File: config.mk
export PLATFORM = sky130hd
export DESIGN_NAME = bsc_fifo
export DESIGN_NICKNAME = d
export VERILOG_FILES = /design/src/sv/bsc_pkg.sv /design/src/sv/bsc_fifo.sv
export SDC_FILE = /design/constraint.sdc
export NUM_CORES = 1
export LEC_CHECK = 0
export BUFFER_PORTS_ARGS = -buffer_cell sky130_fd_sc_hd__buf_2
export CAP_MARGIN = 20
export CORE_MARGIN = 3
export CORE_UTILIZATION = 35
export CTS_CLUSTER_SIZE = 12
export DETAILED_ROUTE_END_ITERATION = 8
export HOLD_SLACK_MARGIN = 0.06
export PLACE_DENSITY = 0.58
export SETUP_SLACK_MARGIN = 0.02
export SLEW_MARGIN = 15
export SYNTH_ARGS = -nofsm -noshare
export SYNTH_HDL_FRONTEND = slang
export SYNTH_SLANG_ARGS = --single-unit
export TNS_END_PERCENT = 100
File: constraint.sdc
create_clock -name aclk -period 17.25 [get_ports aclk]
set_clock_uncertainty 0.15 [all_clocks]
set_input_delay 3.45 -clock aclk [delete_from_list [all_inputs] [get_ports aclk]]
set_output_delay 3.45 -clock aclk [all_outputs]
set_load 0.005 [all_outputs]
File: src/sv/bsc_pkg.sv
// ============================================================================
// bsc_pkg
// Shared types, constants and the pressure program of the barometric sensor
// compensation block.
// ============================================================================
package bsc_pkg;

    // Widths of the item fields.
    localparam int unsigned RAW_W   = 24;
    localparam int unsigned TEMP_W  = 24;
    localparam int unsigned PRESS_W = 26;
    localparam int unsigned NT_W    = 59;    // linearized temperature over 2^48
    localparam int unsigned WIDE_W  = 256;   // pressure accumulator over 2^181
    localparam int unsigned LIMB_W  = 32;
    localparam int unsigned MULT_W  = 64;    // sign-extended multiplier word

    // Configuration port.
    localparam int unsigned CFG_INDEX_W = 2;
    localparam int unsigned CFG_DATA_W  = 64;
    localparam int unsigned TCAL_W      = 40;
    localparam logic [CFG_INDEX_W-1:0] CFG_TEMP_CAL   = 2'd0;
    localparam logic [CFG_INDEX_W-1:0] CFG_PRESS_LOW  = 2'd1;
    localparam logic [CFG_INDEX_W-1:0] CFG_PRESS_HIGH = 2'd2;

    // Saturation limits.
    localparam logic signed [TEMP_W-1:0] TEMP_MAX  = 24'sh7FFFFF;
    localparam logic signed [TEMP_W-1:0] TEMP_MIN  = 24'sh800000;
    localparam logic [PRESS_W-1:0]       PRESS_MAX = 26'h3FFFFFF;

    // Rounding points: temperature drops 32 fraction bits, pressure 173.
    localparam int unsigned T_SHIFT = 32;
    localparam int unsigned P_SHIFT = 173;

    // Queue between the temperature front and the pressure back.
    localparam int unsigned QUEUE_DEPTH = 2;

    // Pressure program sequencing.
    localparam int unsigned STEP_W       = 4;
    localparam int unsigned CNT_W        = 5;
    localparam logic [STEP_W-1:0] LAST_STEP   = 4'd13;
    localparam logic [CNT_W-1:0]  PP_LAST_CNT = 5'd14;  // last partial product issued
    localparam logic [CNT_W-1:0]  MAC_LAST_CNT = 5'd16; // sign correction and write back
    localparam logic [CNT_W-1:0]  HI_LIMB_CNT = 5'd8;   // first product on the upper limb

    // One item handed from the front to the back.
    typedef struct packed {
        logic signed [NT_W-1:0]   nt;
        logic [RAW_W-1:0]         p;
        logic signed [TEMP_W-1:0] tq;
        logic                     tsat;
    } bsc_job_t;

    typedef enum logic [1:0] {
        ST_IDLE,
        ST_RUN,
        ST_FINISH
    } bsc_state_t;

    typedef enum logic {
        OP_LOAD,
        OP_MAC
    } bsc_opk_t;

    typedef enum logic {
        REG_R,
        REG_Q
    } bsc_reg_t;

    typedef enum logic {
        MUL_P,
        MUL_T
    } bsc_mul_t;

    // Addends: calibration coefficients already placed at their binary point,
    // or the coefficient register.
    typedef enum logic [3:0] {
        TERM_P4,
        TERM_P8,
        TERM_P3,
        TERM_P7,
        TERM_Q,
        TERM_P10,
        TERM_A2,
        TERM_P6,
        TERM_P11,
        TERM_P9,
        TERM_A1,
        TERM_P5
    } bsc_term_t;

    typedef struct packed {
        bsc_opk_t  kind;
        bsc_reg_t  src;
        bsc_reg_t  dst;
        bsc_mul_t  mul;
        bsc_term_t add;
    } bsc_op_t;

    // Horner evaluation in t of coefficients that are themselves Horner
    // evaluations in p. A MAC step computes dst = src * mul + add.
    function automatic bsc_op_t bsc_prog(input logic [STEP_W-1:0] step);
        bsc_op_t op;
        op = '{kind: OP_LOAD, src: REG_R, dst: REG_R, mul: MUL_P, add: TERM_P4};
        unique case (step)
            4'd0:  op = '{kind: OP_LOAD, src: REG_R, dst: REG_R, mul: MUL_P, add: TERM_P4};
            4'd1:  op = '{kind: OP_MAC,  src: REG_R, dst: REG_R, mul: MUL_P, add: TERM_P8};
            4'd2:  op = '{kind: OP_LOAD, src: REG_Q, dst: REG_Q, mul: MUL_P, add: TERM_P3};
            4'd3:  op = '{kind: OP_MAC,  src: REG_Q, dst: REG_Q, mul: MUL_P, add: TERM_P7};
            4'd4:  op = '{kind: OP_MAC,  src: REG_R, dst: REG_R, mul: MUL_T, add: TERM_Q};
            4'd5:  op = '{kind: OP_LOAD, src: REG_Q, dst: REG_Q, mul: MUL_P, add: TERM_P10};
            4'd6:  op = '{kind: OP_MAC,  src: REG_Q, dst: REG_Q, mul: MUL_P, add: TERM_A2};
            4'd7:  op = '{kind: OP_MAC,  src: REG_Q, dst: REG_Q, mul: MUL_P, add: TERM_P6};
            4'd8:  op = '{kind: OP_MAC,  src: REG_R, dst: REG_R, mul: MUL_T, add: TERM_Q};
            4'd9:  op = '{kind: OP_LOAD, src: REG_Q, dst: REG_Q, mul: MUL_P, add: TERM_P11};
            4'd10: op = '{kind: OP_MAC,  src: REG_Q, dst: REG_Q, mul: MUL_P, add: TERM_P9};
            4'd11: op = '{kind: OP_MAC,  src: REG_Q, dst: REG_Q, mul: MUL_P, add: TERM_A1};
            4'd12: op = '{kind: OP_MAC,  src: REG_Q, dst: REG_Q, mul: MUL_P, add: TERM_P5};
            4'd13: op = '{kind: OP_MAC,  src: REG_R, dst: REG_R, mul: MUL_T, add: TERM_Q};
            default: op = '{kind: OP_LOAD, src: REG_R, dst: REG_R, mul: MUL_P, add: TERM_P4};
        endcase
        return op;
    endfunction

    // A 17-bit signed coefficient sign-extended to the wide word and shifted.
    function automatic logic [WIDE_W-1:0] bsc_term(input logic signed [16:0] v,
                                                   input int unsigned sh);
        logic [WIDE_W-1:0] w;
        w = {{(WIDE_W-17){v[16]}}, v};
        return w << sh;
    endfunction

endpackage

File: src/sv/bsc_fifo.sv
// ============================================================================
// bsc_fifo
// Small queue of items between the temperature front and the pressure back.
// ============================================================================
module bsc_fifo #(
    parameter int unsigned DEPTH = bsc_pkg::QUEUE_DEPTH
) (
    input  logic              aclk,
    input  logic              aresetn,
    input  logic              push,
    input  bsc_pkg::bsc_job_t push_job,
    output logic              full,
    input  logic              pop,
    output bsc_pkg::bsc_job_t head_job,
    output logic              empty
);

    localparam int unsigned PTR_W = (DEPTH > 1) ? $clog2(DEPTH) : 1;
    localparam int unsigned CNT_W = $clog2(DEPTH + 1);
    localparam logic [PTR_W-1:0] PTR_LAST = PTR_W'(DEPTH - 1);
    localparam logic [CNT_W-1:0] CNT_FULL = CNT_W'(DEPTH);

    bsc_pkg::bsc_job_t mem_reg [DEPTH];
    logic [PTR_W-1:0] wr_ptr_reg, wr_ptr_next;
    logic [PTR_W-1:0] rd_ptr_reg, rd_ptr_next;
    logic [CNT_W-1:0] count_reg, count_next;
    logic do_push, do_pop;

    assign full     = (count_reg == CNT_FULL);
    assign empty    = (count_reg == '0);
    assign head_job = mem_reg[rd_ptr_reg];
    assign do_push  = push && !full;
    assign do_pop   = pop && !empty;

    always_comb begin
        wr_ptr_next = wr_ptr_reg;
        rd_ptr_next = rd_ptr_reg;
        count_next  = count_reg;
        if (do_push) begin
            wr_ptr_next = (wr_ptr_reg == PTR_LAST) ? '0 : wr_ptr_reg + 1'b1;
        end
        if (do_pop) begin
            rd_ptr_next = (rd_ptr_reg == PTR_LAST) ? '0 : rd_ptr_reg + 1'b1;
        end
        if (do_push && !do_pop) begin
            count_next = count_reg + 1'b1;
        end else if (do_pop && !do_push) begin
            count_next = count_reg - 1'b1;
        end
    end

    always_ff @(posedge aclk) begin
        if (!aresetn) begin
            wr_ptr_reg <= '0;
            rd_ptr_reg <= '0;
            count_reg  <= '0;
        end else begin
            wr_ptr_reg <= wr_ptr_next;
            rd_ptr_reg <= rd_ptr_next;
            count_reg  <= count_next;
        end
    end

    always_ff @(posedge aclk) begin
        if (do_push) begin
            mem_reg[wr_ptr_reg] <= push_job;
        end
    end

endmodule

* Word-level counts from Yosys, hierarchy flattened
Memories as Yosys holds them, arrays and structs flattened. A register that Yosys moved wholly into a read port is not among the register bits.
Cells that the tools add are included.
** Word-level totals
- Register bits after elaboration :: 4
- Bits in writable memories :: 216
- Input port bits :: 112
- Output and inout port bits :: 110
- Word-level logic and storage cells :: 27
- Memories kept :: 1
** Memories
- mem_reg :: words 2, width 108, read ports 1, clocked after Yosys merged registers in 1, write ports 1, RTL line bsc_fifo.sv:23 : bsc_pkg::bsc_job_t mem_reg [DEPTH];
** Cells by class
- Add/sub/neg operators :: 4
- Equal/unequal tests :: 1
- Multiplexer cells :: 8
- Reduce and logical (&&, ||, !) cells :: 10
** Operators by type and width (count)
- $mux W1 :: 6
- $logic_and A1 B1 Y1 :: 4
- $logic_not A1 Y1 :: 4
- $mux W2 :: 2
- $add A1 B1 Y1 const B :: 2
- $add A2 B1 Y2 const B :: 1
- $eq A2 B2 Y1 const B :: 1
- $logic_not A2 Y1 :: 1
- $reduce_bool A2 Y1 :: 1
- $sub A2 B1 Y2 const B :: 1

* Logic depth before layout (Yosys ltp)
- Word-level depth :: 7
- Gate-level depth with buffers :: 7
- Mapped depth without buffers :: 7

* Worst setup path before layout
Ideal clock, no wire load.
- Path type :: input port to flip-flop
- Start point :: input push
- End point :: memory mem_reg[0][0] (netlist bit), enable pin
- Arrival time :: 7706 ps
- Data required time :: 16543 ps
- Setup slack :: 8837 ps
- Stages :: 2
- Buffers on the path :: 0
- Cell sequence :: inv_1 nor3_2
** On the way
- Word-level cells in the longest chain between the ends :: 3
** RTL lines
- start: declaration :: RTL line bsc_fifo.sv:10 : input logic push,
- $logic_and A1 B1 Y1 :: RTL line bsc_fifo.sv:32 : assign do_push = push && !full;
- $mux W1 :: RTL line bsc_fifo.sv:65 : if (do_push) begin
- $mux W1 (not written as such) :: RTL line bsc_fifo.sv:66 : mem_reg[wr_ptr_reg] <= push_job;
- end: declaration :: RTL line bsc_fifo.sv:23
No other way between the ends.

==> impl_metrics.ini <==
[die]
dieArea_um2 = 25000
io_pins = 222
die_h_um = 158
die_x_um = 158
rows = 55
core_area_um2 = 22700
start_util = 0.357

[synthesis]
synth-seq-area-share = 0.813
synth_cells = 361
syn_nets = 474
synth.distinct_cells = 22
yosys_warnings = 0
syn_avg_cell_area_um2 = 22.4
ys_ff_latch = 221
syn_area_um2 = 8100

[finish]
most-common-layout-cells = buf_2 (221), edfxtp_1 (216), mux2_2 (88)
finalInstanceArea_um2 = 10200
largest_reg_flops = 216
nets = 713
final_common_cell = buf_2
n_antenna_cell = 0
syn_to_final_growth_pct = 26.1
fin_util = 0.450
drive_gt1_frac = 0.596

[placed_design]
hpwl_mm = 10.3
place_congestion = 0.736
place_area_um2 = 9520
port_buffers = 221

[worst_setup_path]
required_ps = 13650
worst_setup_path_end_kind = primary output
critPathLaunchType = register
arrival_ps = 2720
path_class = reg2out
crit_fanout = 58
regToRegSetupSlack_ps = 14590
r2r_cells = 3
timing.rr.start = count_reg[0]
reg2reg_to = mem_reg[1][40]

[timing]
period_needed_ps = 6320
grt_setup_unrepaired = no
max_slew_margin = 0.411
min_period_over_period = 0.367
finalSetupViolCount = 0
finalSetupTns_ps = 0
finalHoldViolCount = 0
report.final.slew_viol_count = 0
tightest_slew_ps = 883
max_freq_mhz = 158

[routing]
dr.pass1.iters = 4
routedWlPerCell_um = 17.2
wirelength_mm = 15.4
dr.first_iter.drc_count = 195
drc = 0
vias = 4113
routed_via_density = 4.58
ant_nets = 0

[grt]
use_met2 = 0.201
top_usage_layer = met2
grt_pass1_vias = 4416
antenna_found_initial = 1
grt_overflow = 0
grt_usage = 0.117
grt_max_degree = 62
met3_usage = 0.0481
grt_util_met1 = 0.136
grt_pass1_wl_mm = 23.0

[pwr]
power.internal_mw = 1.11
power.density_nw_per_um2 = 144
comb_power_share = 0.214
ir_drop_mv = 0.100
p_clk_frac = 0.304
p_switching_uw = 364
p_sw_frac = 0.247
p_leak_nw = 3.81
sequentialPowerShare = 0.482

[cts]
clk_latency_ps = 500
cts_buffer_depth = 3
root_buffer = clkbuf_16
postCtsSetupRepairBufs = 0
cts.clk_slew.worst_paths_ps = 50
numClockSinks = 221
cts_tree = done
htreeDepth = 1
cts-resized-gates = 0
cts_hold_buf = 0
cts_inserted_buffers = 24

[min_path]
hold_path_class = reg2reg
hold_depth = 2
hp-start = count_reg[1]
min_to = count_reg[1]

[flow_run]
cap_violations = 0

[status]
status = finished clean
==> kinds of logic (layout without fill, tap and decap cells) <==
| group | count (synthesis) | count (layout) | share of synthesized area |
|---|---|---|---|
| mux | 108 | 108 | 0.159 |
| flops | 221 | 221 | 0.813 |
| compound gates | 5 | 5 | 0.00402 |
| xor+xnor | 3 | 3 | 0.00325 |
| fa+ha+maj | 1 | 1 | 0.00155 |
| buf+inv | 14 | 267 | 0.0114 |
| simple gates | 9 | 9 | 0.00680 |
==> critical path: stages, from the launching register on <==
cell,delay [ps]
dfxtp_4,790
buf_4,780
mux2_2,430
buf_2,130
==> through the flow <==
stage               hold WS [ps]  worst slack [ps]  power, mW  std cells
global route                 449             10750       1.55        899
detailed placement           381             11380       1.04        859
floorplan                    333              8840      0.915        361
CTS                          401             10840       1.50        899
finish                       397             10930       1.47        899
global placement             350             11420       1.04        859
==> power groups by stage <==
stage / Combinational (mW) / Clock [mW] / Sequential (mW)
floorplan: 0.208 / 0 / 0.707
detailed placement: 0.323 / 0 / 0.722
global route: 0.349 / 0.485 / 0.717
CTS: 0.325 / 0.463 / 0.711
finish: 0.315 / 0.447 / 0.709
global placement: 0.318 / 0 / 0.718
==> cell type report <==
| cell class | count | area, µm² |
|---|---|---|
| Inverter | 2 | 7.51 |
| Timing Repair Buffer | 225 | 1140 |
| Clock buffer | 31 | 648 |
| Tap cell | 285 | 357 |
| Sequential cell | 221 | 6590 |
| Clock inverter | 9 | 42.5 |
| Multi-Input combinational cell | 126 | 1430 |
| Fill cell | 1975 | 12500 |
==> per-layer routing <==
| layer | up-vias | share of wire |
|---|---|---|
| met5 | - | 0.00084 |
| li1 | 1907 | - |
| met3 | 27 | 0.097 |
| met2 | 152 | 0.49 |
| met1 | 2025 | 0.39 |
| met4 | 2 | 0.021 |
==> worst max path at each step <==
stage | start | endpoint
after global routing | register | head_job[100]
after global placement | register | head_job[58]
after floorplan | push | mem_reg[0][0]
after detailed placement | register | head_job[58]
final | register | head_job[58]
after CTS | register | head_job[58]
==> synth_stat cells, drive strengths merged <==
cell | n | share of area
nand2b | 1 | 0.00077
dfxtp | 5 | 0.012
and2 | 3 | 0.0023
o21a | 1 | 0.00093
mux2 | 108 | 0.16
xor2 | 1 | 0.0011
nor3 | 1 | 0.0012
edfxtp | 216 | 0.80
nor2 | 2 | 0.00093
inv | 2 | 0.00093
o21ai | 2 | 0.0012
or3 | 1 | 0.00077
a21boi | 2 | 0.0019
ha | 1 | 0.0015
xnor2 | 2 | 0.0022
buf | 12 | 0.011
and3 | 1 | 0.00077
(Power assumes the default switching activity.)
