File: config.mk
export PLATFORM = sky130hd
export DESIGN_NAME = bsc_front
export DESIGN_NICKNAME = d
export VERILOG_FILES = /design/src/sv/bsc_pkg.sv /design/src/sv/bsc_front.sv
export SDC_FILE = /design/constraint.sdc
export NUM_CORES = 2
export LEC_CHECK = 0
export CORE_MARGIN = 2
export CORE_UTILIZATION = 65
export CTS_CLUSTER_DIAMETER = 150
export CTS_CLUSTER_SIZE = 16
export DETAILED_ROUTE_END_ITERATION = 7
export DONT_BUFFER_PORTS = 1
export MAX_ROUTING_LAYER = met4
export PLACE_DENSITY = 0.92
export SLEW_MARGIN = 40
export SYNTH_ARGS = -nofsm -noshare
export SYNTH_HDL_FRONTEND = slang
export SYNTH_SLANG_ARGS = --single-unit
export TNS_END_PERCENT = 100
File: constraint.sdc
create_clock -name aclk -period 31.1 [get_ports aclk]
set_input_delay 4.665 -clock aclk [delete_from_list [all_inputs] [get_ports aclk]]
set_output_delay 4.665 -clock aclk [all_outputs]
set_load 0.02 [all_outputs]
File: src/sv/bsc_pkg.sv
// ============================================================================
// bsc_pkg
// Shared types, constants and the pressure program of the barometric sensor
// compensation block.
// ============================================================================
package bsc_pkg;

    // Widths of the item fields.
    localparam int unsigned RAW_W   = 24;
    localparam int unsigned TEMP_W  = 24;
    localparam int unsigned PRESS_W = 26;
    localparam int unsigned NT_W    = 59;    // linearized temperature over 2^48
    localparam int unsigned WIDE_W  = 256;   // pressure accumulator over 2^181
    localparam int unsigned LIMB_W  = 32;
    localparam int unsigned MULT_W  = 64;    // sign-extended multiplier word

    // Configuration port.
    localparam int unsigned CFG_INDEX_W = 2;
    localparam int unsigned CFG_DATA_W  = 64;
    localparam int unsigned TCAL_W      = 40;
    localparam logic [CFG_INDEX_W-1:0] CFG_TEMP_CAL   = 2'd0;
    localparam logic [CFG_INDEX_W-1:0] CFG_PRESS_LOW  = 2'd1;
    localparam logic [CFG_INDEX_W-1:0] CFG_PRESS_HIGH = 2'd2;

    // Saturation limits.
    localparam logic signed [TEMP_W-1:0] TEMP_MAX  = 24'sh7FFFFF;
    localparam logic signed [TEMP_W-1:0] TEMP_MIN  = 24'sh800000;
    localparam logic [PRESS_W-1:0]       PRESS_MAX = 26'h3FFFFFF;

    // Rounding points: temperature drops 32 fraction bits, pressure 173.
    localparam int unsigned T_SHIFT = 32;
    localparam int unsigned P_SHIFT = 173;

    // Queue between the temperature front and the pressure back.
    localparam int unsigned QUEUE_DEPTH = 2;

    // Pressure program sequencing.
    localparam int unsigned STEP_W       = 4;
    localparam int unsigned CNT_W        = 5;
    localparam logic [STEP_W-1:0] LAST_STEP   = 4'd13;
    localparam logic [CNT_W-1:0]  PP_LAST_CNT = 5'd14;  // last partial product issued
    localparam logic [CNT_W-1:0]  MAC_LAST_CNT = 5'd16; // sign correction and write back
    localparam logic [CNT_W-1:0]  HI_LIMB_CNT = 5'd8;   // first product on the upper limb

    // One item handed from the front to the back.
    typedef struct packed {
        logic signed [NT_W-1:0]   nt;
        logic [RAW_W-1:0]         p;
        logic signed [TEMP_W-1:0] tq;
        logic                     tsat;
    } bsc_job_t;

    typedef enum logic [1:0] {
        ST_IDLE,
        ST_RUN,
        ST_FINISH
    } bsc_state_t;

    typedef enum logic {
        OP_LOAD,
        OP_MAC
    } bsc_opk_t;

    typedef enum logic {
        REG_R,
        REG_Q
    } bsc_reg_t;

    typedef enum logic {
        MUL_P,
        MUL_T
    } bsc_mul_t;

    // Addends: calibration coefficients already placed at their binary point,
    // or the coefficient register.
    typedef enum logic [3:0] {
        TERM_P4,
        TERM_P8,
        TERM_P3,
        TERM_P7,
        TERM_Q,
        TERM_P10,
        TERM_A2,
        TERM_P6,
        TERM_P11,
        TERM_P9,
        TERM_A1,
        TERM_P5
    } bsc_term_t;

    typedef struct packed {
        bsc_opk_t  kind;
        bsc_reg_t  src;
        bsc_reg_t  dst;
        bsc_mul_t  mul;
        bsc_term_t add;
    } bsc_op_t;

    // Horner evaluation in t of coefficients that are themselves Horner
    // evaluations in p. A MAC step computes dst = src * mul + add.
    function automatic bsc_op_t bsc_prog(input logic [STEP_W-1:0] step);
        bsc_op_t op;
        op = '{kind: OP_LOAD, src: REG_R, dst: REG_R, mul: MUL_P, add: TERM_P4};
        unique case (step)
            4'd0:  op = '{kind: OP_LOAD, src: REG_R, dst: REG_R, mul: MUL_P, add: TERM_P4};
            4'd1:  op = '{kind: OP_MAC,  src: REG_R, dst: REG_R, mul: MUL_P, add: TERM_P8};
            4'd2:  op = '{kind: OP_LOAD, src: REG_Q, dst: REG_Q, mul: MUL_P, add: TERM_P3};
            4'd3:  op = '{kind: OP_MAC,  src: REG_Q, dst: REG_Q, mul: MUL_P, add: TERM_P7};
            4'd4:  op = '{kind: OP_MAC,  src: REG_R, dst: REG_R, mul: MUL_T, add: TERM_Q};
            4'd5:  op = '{kind: OP_LOAD, src: REG_Q, dst: REG_Q, mul: MUL_P, add: TERM_P10};
            4'd6:  op = '{kind: OP_MAC,  src: REG_Q, dst: REG_Q, mul: MUL_P, add: TERM_A2};
            4'd7:  op = '{kind: OP_MAC,  src: REG_Q, dst: REG_Q, mul: MUL_P, add: TERM_P6};
            4'd8:  op = '{kind: OP_MAC,  src: REG_R, dst: REG_R, mul: MUL_T, add: TERM_Q};
            4'd9:  op = '{kind: OP_LOAD, src: REG_Q, dst: REG_Q, mul: MUL_P, add: TERM_P11};
            4'd10: op = '{kind: OP_MAC,  src: REG_Q, dst: REG_Q, mul: MUL_P, add: TERM_P9};
            4'd11: op = '{kind: OP_MAC,  src: REG_Q, dst: REG_Q, mul: MUL_P, add: TERM_A1};
            4'd12: op = '{kind: OP_MAC,  src: REG_Q, dst: REG_Q, mul: MUL_P, add: TERM_P5};
            4'd13: op = '{kind: OP_MAC,  src: REG_R, dst: REG_R, mul: MUL_T, add: TERM_Q};
            default: op = '{kind: OP_LOAD, src: REG_R, dst: REG_R, mul: MUL_P, add: TERM_P4};
        endcase
        return op;
    endfunction

    // A 17-bit signed coefficient sign-extended to the wide word and shifted.
    function automatic logic [WIDE_W-1:0] bsc_term(input logic signed [16:0] v,
                                                   input int unsigned sh);
        logic [WIDE_W-1:0] w;
        w = {{(WIDE_W-17){v[16]}}, v};
        return w << sh;
    endfunction

endpackage

File: src/sv/bsc_front.sv
// ============================================================================
// bsc_front
// Input stage: four-stage pipeline that linearizes the raw temperature and
// forms the rounded, saturated temperature result.
// ============================================================================
module bsc_front (
    input  logic                              aclk,
    input  logic                              aresetn,
    input  logic [bsc_pkg::TCAL_W-1:0]        temp_cal,
    input  logic                              s_tvalid,
    output logic                              s_tready,
    input  logic [bsc_pkg::RAW_W-1:0]         raw_temperature,
    input  logic [bsc_pkg::RAW_W-1:0]         raw_pressure,
    output logic                              job_valid,
    output bsc_pkg::bsc_job_t                 job,
    input  logic                              queue_full
);

    logic [15:0]        t1;
    logic signed [15:0] t2;
    logic signed [7:0]  t3;

    logic va_reg, vb_reg, vc_reg, vd_reg;
    logic en;

    logic signed [24:0] d_reg, d_next;
    logic [bsc_pkg::RAW_W-1:0] pa_reg, pb_reg, pc_reg;
    logic signed [40:0] dt2_reg, dt2_next;
    logic signed [49:0] dd_reg, dd_next;
    logic signed [57:0] ddt3;
    logic signed [59:0] nt_wide;
    logic signed [bsc_pkg::NT_W-1:0] nt_reg, nt_next;
    logic signed [59:0] rnd;
    logic signed [27:0] tq_wide;
    logic tq_over;
    bsc_pkg::bsc_job_t job_reg, job_next;

    assign t1 = temp_cal[15:0];
    assign t2 = temp_cal[31:16];
    assign t3 = temp_cal[39:32];

    // The whole pipe moves unless the last stage is blocked by a full queue.
    assign en        = !(vd_reg && queue_full);
    assign s_tready  = en;
    assign job_valid = vd_reg;
    assign job       = job_reg;

    always_comb begin
        d_next   = $signed({1'b0, raw_temperature}) - $signed({1'b0, t1, 8'd0});
        dt2_next = $signed({{16{d_reg[24]}}, d_reg}) * $signed({{25{t2[15]}}, t2});
        dd_next  = $signed({{25{d_reg[24]}}, d_reg}) * $signed({{25{d_reg[24]}}, d_reg});
        ddt3     = $signed({{8{dd_reg[49]}}, dd_reg}) * $signed({{50{t3[7]}}, t3});
        nt_wide  = $signed({{1{dt2_reg[40]}}, dt2_reg, 18'd0})
                 + $signed({{2{ddt3[57]}}, ddt3});
        nt_next  = nt_wide[bsc_pkg::NT_W-1:0];

        // Round to Q8.16 with ties upward, then clip to 24 bits.
        rnd      = $signed({nt_reg[bsc_pkg::NT_W-1], nt_reg}) + $signed(60'h80000000);
        tq_wide  = rnd[59:bsc_pkg::T_SHIFT];
        tq_over  = !((tq_wide[27:23] == 5'b00000) || (tq_wide[27:23] == 5'b11111));

        job_next.nt   = nt_reg;
        job_next.p    = pc_reg;
        job_next.tsat = tq_over;
        if (!tq_over) begin
            job_next.tq = tq_wide[23:0];
        end else if (tq_wide[27]) begin
            job_next.tq = bsc_pkg::TEMP_MIN;
        end else begin
            job_next.tq = bsc_pkg::TEMP_MAX;
        end
    end

    always_ff @(posedge aclk) begin
        if (!aresetn) begin
            va_reg <= 1'b0;
            vb_reg <= 1'b0;
            vc_reg <= 1'b0;
            vd_reg <= 1'b0;
        end else if (en) begin
            va_reg <= s_tvalid;
            vb_reg <= va_reg;
            vc_reg <= vb_reg;
            vd_reg <= vc_reg;
        end
    end

    always_ff @(posedge aclk) begin
        if (en) begin
            d_reg   <= d_next;
            pa_reg  <= raw_pressure;
            dt2_reg <= dt2_next;
            dd_reg  <= dd_next;
            pb_reg  <= pa_reg;
            nt_reg  <= nt_next;
            pc_reg  <= pb_reg;
            job_reg <= job_next;
        end
    end

endmodule

After elaboration in Yosys (flattened, before gate mapping) --
Cells that the tools add are included. Widths: inputs -> output; s select.
Word-level totals: memories kept 0, memory bits (writable) 0, bits in registers 359, bits in latches 0, memory bits (read-only) 0
Cells by class: eq/ne operators 1, reduce and logical (&&, ||, !) cells 5, divide/modulo/power cells 0, shift operators 0, bitwise operators 0, add/subtract/negate cells 3, multipliers 3, order comparisons 0, muxes and demuxes 2
Operator list (number):
- $add 59x33->60 const B | 1
- $add 59x58->59 | 1
- $mul 50x8->58 | 1
- $mul 25x25->50 | 1
- $mux 24 | 2
- $mul 25x16->41 | 1
- $sub 24x24->25 | 1
- $eq 5x5->1 const B | 1
- $logic_not 5->1 | 1
- $logic_not 1->1 | 2
- $logic_and 1x1->1 | 1
- $logic_or 1x1->1 | 1

Depth between registers and ports, before layout --
depth after elaboration 4, gate-level depth with buffers 29

Worst setup path before layout --
OpenSTA, ideal clock, no wires.
path type in2out, start in queue_full, end out s_tready, stages 1, arrival 12265 ps, setup slack 14170 ps, cell sequence nand2_1
Between the ends: word-level cells in the longest chain between the ends 2
RTL lines:
- start: declaration | line bsc_front.sv:16 | input logic queue_full
- $logic_and 1x1->1 | line bsc_front.sv:43 | assign en = !(vd_reg && queue_full);
- $logic_not 1->1 | line bsc_front.sv:43
- end: declaration | line bsc_front.sv:11 | output logic s_tready,
Every way passes these cells.

Worst setup path in the final report --
start in temp_cal[17] (netlist bit), end reg dt2_reg[38], data pin
Between the ends: word-level cells in the longest chain between the ends 1
RTL lines:
- start: declaration | line bsc_front.sv:9 | input logic [bsc_pkg::TCAL_W-1:0] temp_cal,
- $mul 25x16->41 | line bsc_front.sv:50 | dt2_next = $signed({{16{d_reg[24]}}, d_reg}) * $signed({{25{t2[15]}}, t2});
- named net dt2_next[38] | line bsc_front.sv:28 | logic signed [40:0] dt2_reg, dt2_next;
- end signal: assignment | line bsc_front.sv:92 | dt2_reg <= dt2_next;
- end: declaration | line bsc_front.sv:28
The timed path passes the listed nets, and every way through them passes these cells. A chain may end at the register's enable or synchronous reset.

==> run metrics <==
clk slew on worst S/H paths 80 ps; most common cell after layout, fill and taps aside inv_1; total gr overflow 0; area of the die 96040 µm²; critical path class input pin to flip-flop; post-route clock period utilization 33.19%; Post-synth ARST share 0%; # IOs 202; number of flip-flops under the largest register name 108; Setup Total Neg Slack 0 ps; Clk Tree Root Cell clkbuf_16; number of vias per cell 5.783; CTS tree yes; WHS 406.3 ps; vias in the first global route 45760; Startpoint Class input pin; htree depth 1; Worst Tran Pin Value 798.1 ps; most frequent cells in the layout 1530 x inv_1, 1344 x fa_1, 659 x nand2_1, 446 x and2_1, 354 x edfxtp_1; Synthesized Nets 7746; fillers 6422; Routed Wire Length 146.8 mm; post-synthesis cell count 5958; #FFs+latches synth 358; HP Class flip-flop to flip-flop; die height 309.9 µm; ratio of cells with drive above 1 in the final layout 1.925%; Primary FF master, synth edfxtp_1; Slew Limit Fails 0; YS warnings 0; Mapped Area 60820 µm²; Num CTS Buffers 27; post-cts resize count 0; # DRC 0; DIE WIDTH 309.9 µm; Final Skew 52.81 ps; final cell count without fillers 7084; Slew HR 46.80%; DR WL/cell 20.72 µm; reg2reg path depth 25; Critical Path Max Stage Delay 570 ps; Final min period 10320 ps; largest net degree at the start of global routing 151; Core Area 93050 µm²; max_cap viols 0; post-CTS setup buffer count 0; ANT nets after route 0; # setup viols final 0; Area Growth Syn to Fin 3.121%; Mean Syn Cell Area 10.21 µm²; Synth cell types 88; critical path peak fanout 25; Initial Utilization 65.37%; drt pass-1 iters 8; initial antenna violation count 11; clk buf depth 3; Hold Buf Count CTS 0; DP Wirelength 115.4 mm; Worst Hold Path Cells 0; Seq/Total Area, Yosys 17.61%; number of synthesized flops with an enable pin 354; Port Buffer Count 0; vias 40970; Starting DRT DRC Count 3962; crit path max-delay cell type fa_1; Crit. End Element flip-flop; f_max 0.09687 GHz; Final Hold Violating Endpoints 0; RSZ-0062 raised after global routing false; Critical Path RT 31480 ps; CP Data Arrival Time 10710 ps; first-pass GRT wire length 236.9 mm; Core Rows 112; crit path cell chain nand2_1, fa_1, inv_1, fa_1, inv_1, fa_1, fa_1, inv_1, fa_1, inv_1, fa_1, inv_1, ha_1, a21oi_1, and2_1, o221ai_1, a31o_4, a221o_2, a311oi_4, o21ai_2, a21oi_2, o21bai_1, xor2_1; status finished, final reports clean; Sink Count 358; Core Util, Final 67.41%; GPL Wtd Cong 0.9497; placed insts 7026; most frequent cell on the critical path fa_1; GRT Total Usage 32.80%; Worst-Skew Late Latency 630 ps; nets 7591
## per-stage QoR
| step | setup WS (ps) | instance area (µm²) |
|---|---|---|
| 2_1_floorplan | 14170 | 60820 |
| 3_3_place_gp | 20330 | 61830 |
| 3_5_place_dp | 20220 | 61830 |
| 4_1_cts | 20900 | 62650 |
| 5_1_grt | 20540 | 62720 |
| 6_report | 20780 | 62720 |
## cells by family (layout without fill, tap and decap cells)
family | Yosys count | count (layout) | synth area share [%]
xor+xnor | 201 | 201 | 2.894
simple gates | 1482 | 1482 | 12.08
fa+ha+maj | 1696 | 1696 | 51.48
other cells | 2 | 14 | 0.01235
mux | 3 | 3 | 0.05348
flops | 358 | 358 | 17.61
compound gates | 469 | 469 | 5.093
buf+inv | 1747 | 1607 | 10.79
## critical path, delay by kind of cell
kind | cells | cell delay [ps]
XOR/XNOR | 1 | 140
adder cells (fa/ha/maj) | 7 | 3470
AO/OA/AOI/OAI | 8 | 1890
AND/OR/NAND/NOR | 2 | 250
buffers and inverters | 5 | 280
## layer usage
metal | global-route usage [%] | vias to the layer above | share of wire [%]
li1 | - | 17420 | -
met1 | 39.15 | 20540 | 36
met2 | 53.06 | 2403 | 48
met3 | 7.553 | 607 | 11
met4 | 15.58 | 0 | 5.7
met5 | - | - | 0
## cells in the mapped netlist, types with 4 or more instances
cell type | number | share of area (%)
and4_1 | 4 | 0.058
o31ai_1 | 5 | 0.062
o21ai_2 | 4 | 0.058
nor3_1 | 21 | 0.17
o211a_1 | 4 | 0.066
nand2b_1 | 89 | 0.92
o21bai_1 | 11 | 0.14
xnor2_1 | 130 | 1.9
dfxtp_1 | 4 | 0.13
xor2_1 | 71 | 1.0
clkbuf_1 | 215 | 1.3
edfxtp_1 | 354 | 17
fa_1 | 1344 | 44
or2_2 | 8 | 0.082
ha_1 | 352 | 7.2
a21o_1 | 76 | 0.94
o21a_1 | 18 | 0.22
nand3_1 | 44 | 0.36
a21boi_0 | 9 | 0.11
a21oi_1 | 141 | 1.2
o21ai_0 | 90 | 0.74
o21ai_1 | 10 | 0.082
nand4_1 | 26 | 0.27
or3_1 | 5 | 0.051
inv_1 | 1530 | 9.4
and3_1 | 14 | 0.14
nand2_1 | 660 | 4.1
nor2b_1 | 39 | 0.40
nor2_1 | 104 | 0.64
a211oi_1 | 16 | 0.20
o211ai_1 | 12 | 0.15
a31oi_1 | 12 | 0.12
and2b_1 | 4 | 0.049
and2_1 | 446 | 4.6
## cell type report
cell class              count  area (µm²)  share of cell area [%]
diodes                     12       30.03                 0.04788
well taps                1254        1569                   2.502
flip-flops and latches    358       10710                   17.08
clock buffers              39       720.7                   1.149
inverters                1530        5743                   9.156
multi-input cells        3853       43560                   69.45
clock inverters             5       101.3                  0.1616
repair buffers             33       284.0                  0.4528
## worst paths after layout
check / end / start / slack (ps)
setup / recovery: dt2_reg[38] / temp_cal[17] / 20780
hold reg to reg: job[43] / pc_reg[18] / 410
setup reg to reg: dd_reg[43] / d_reg[22] / 22640
hold / removal: job[43] / pc_reg[18] / 410
Power is not shown: default switching activity piles up to over one toggle a cycle in this logic, so the estimate is an artifact.
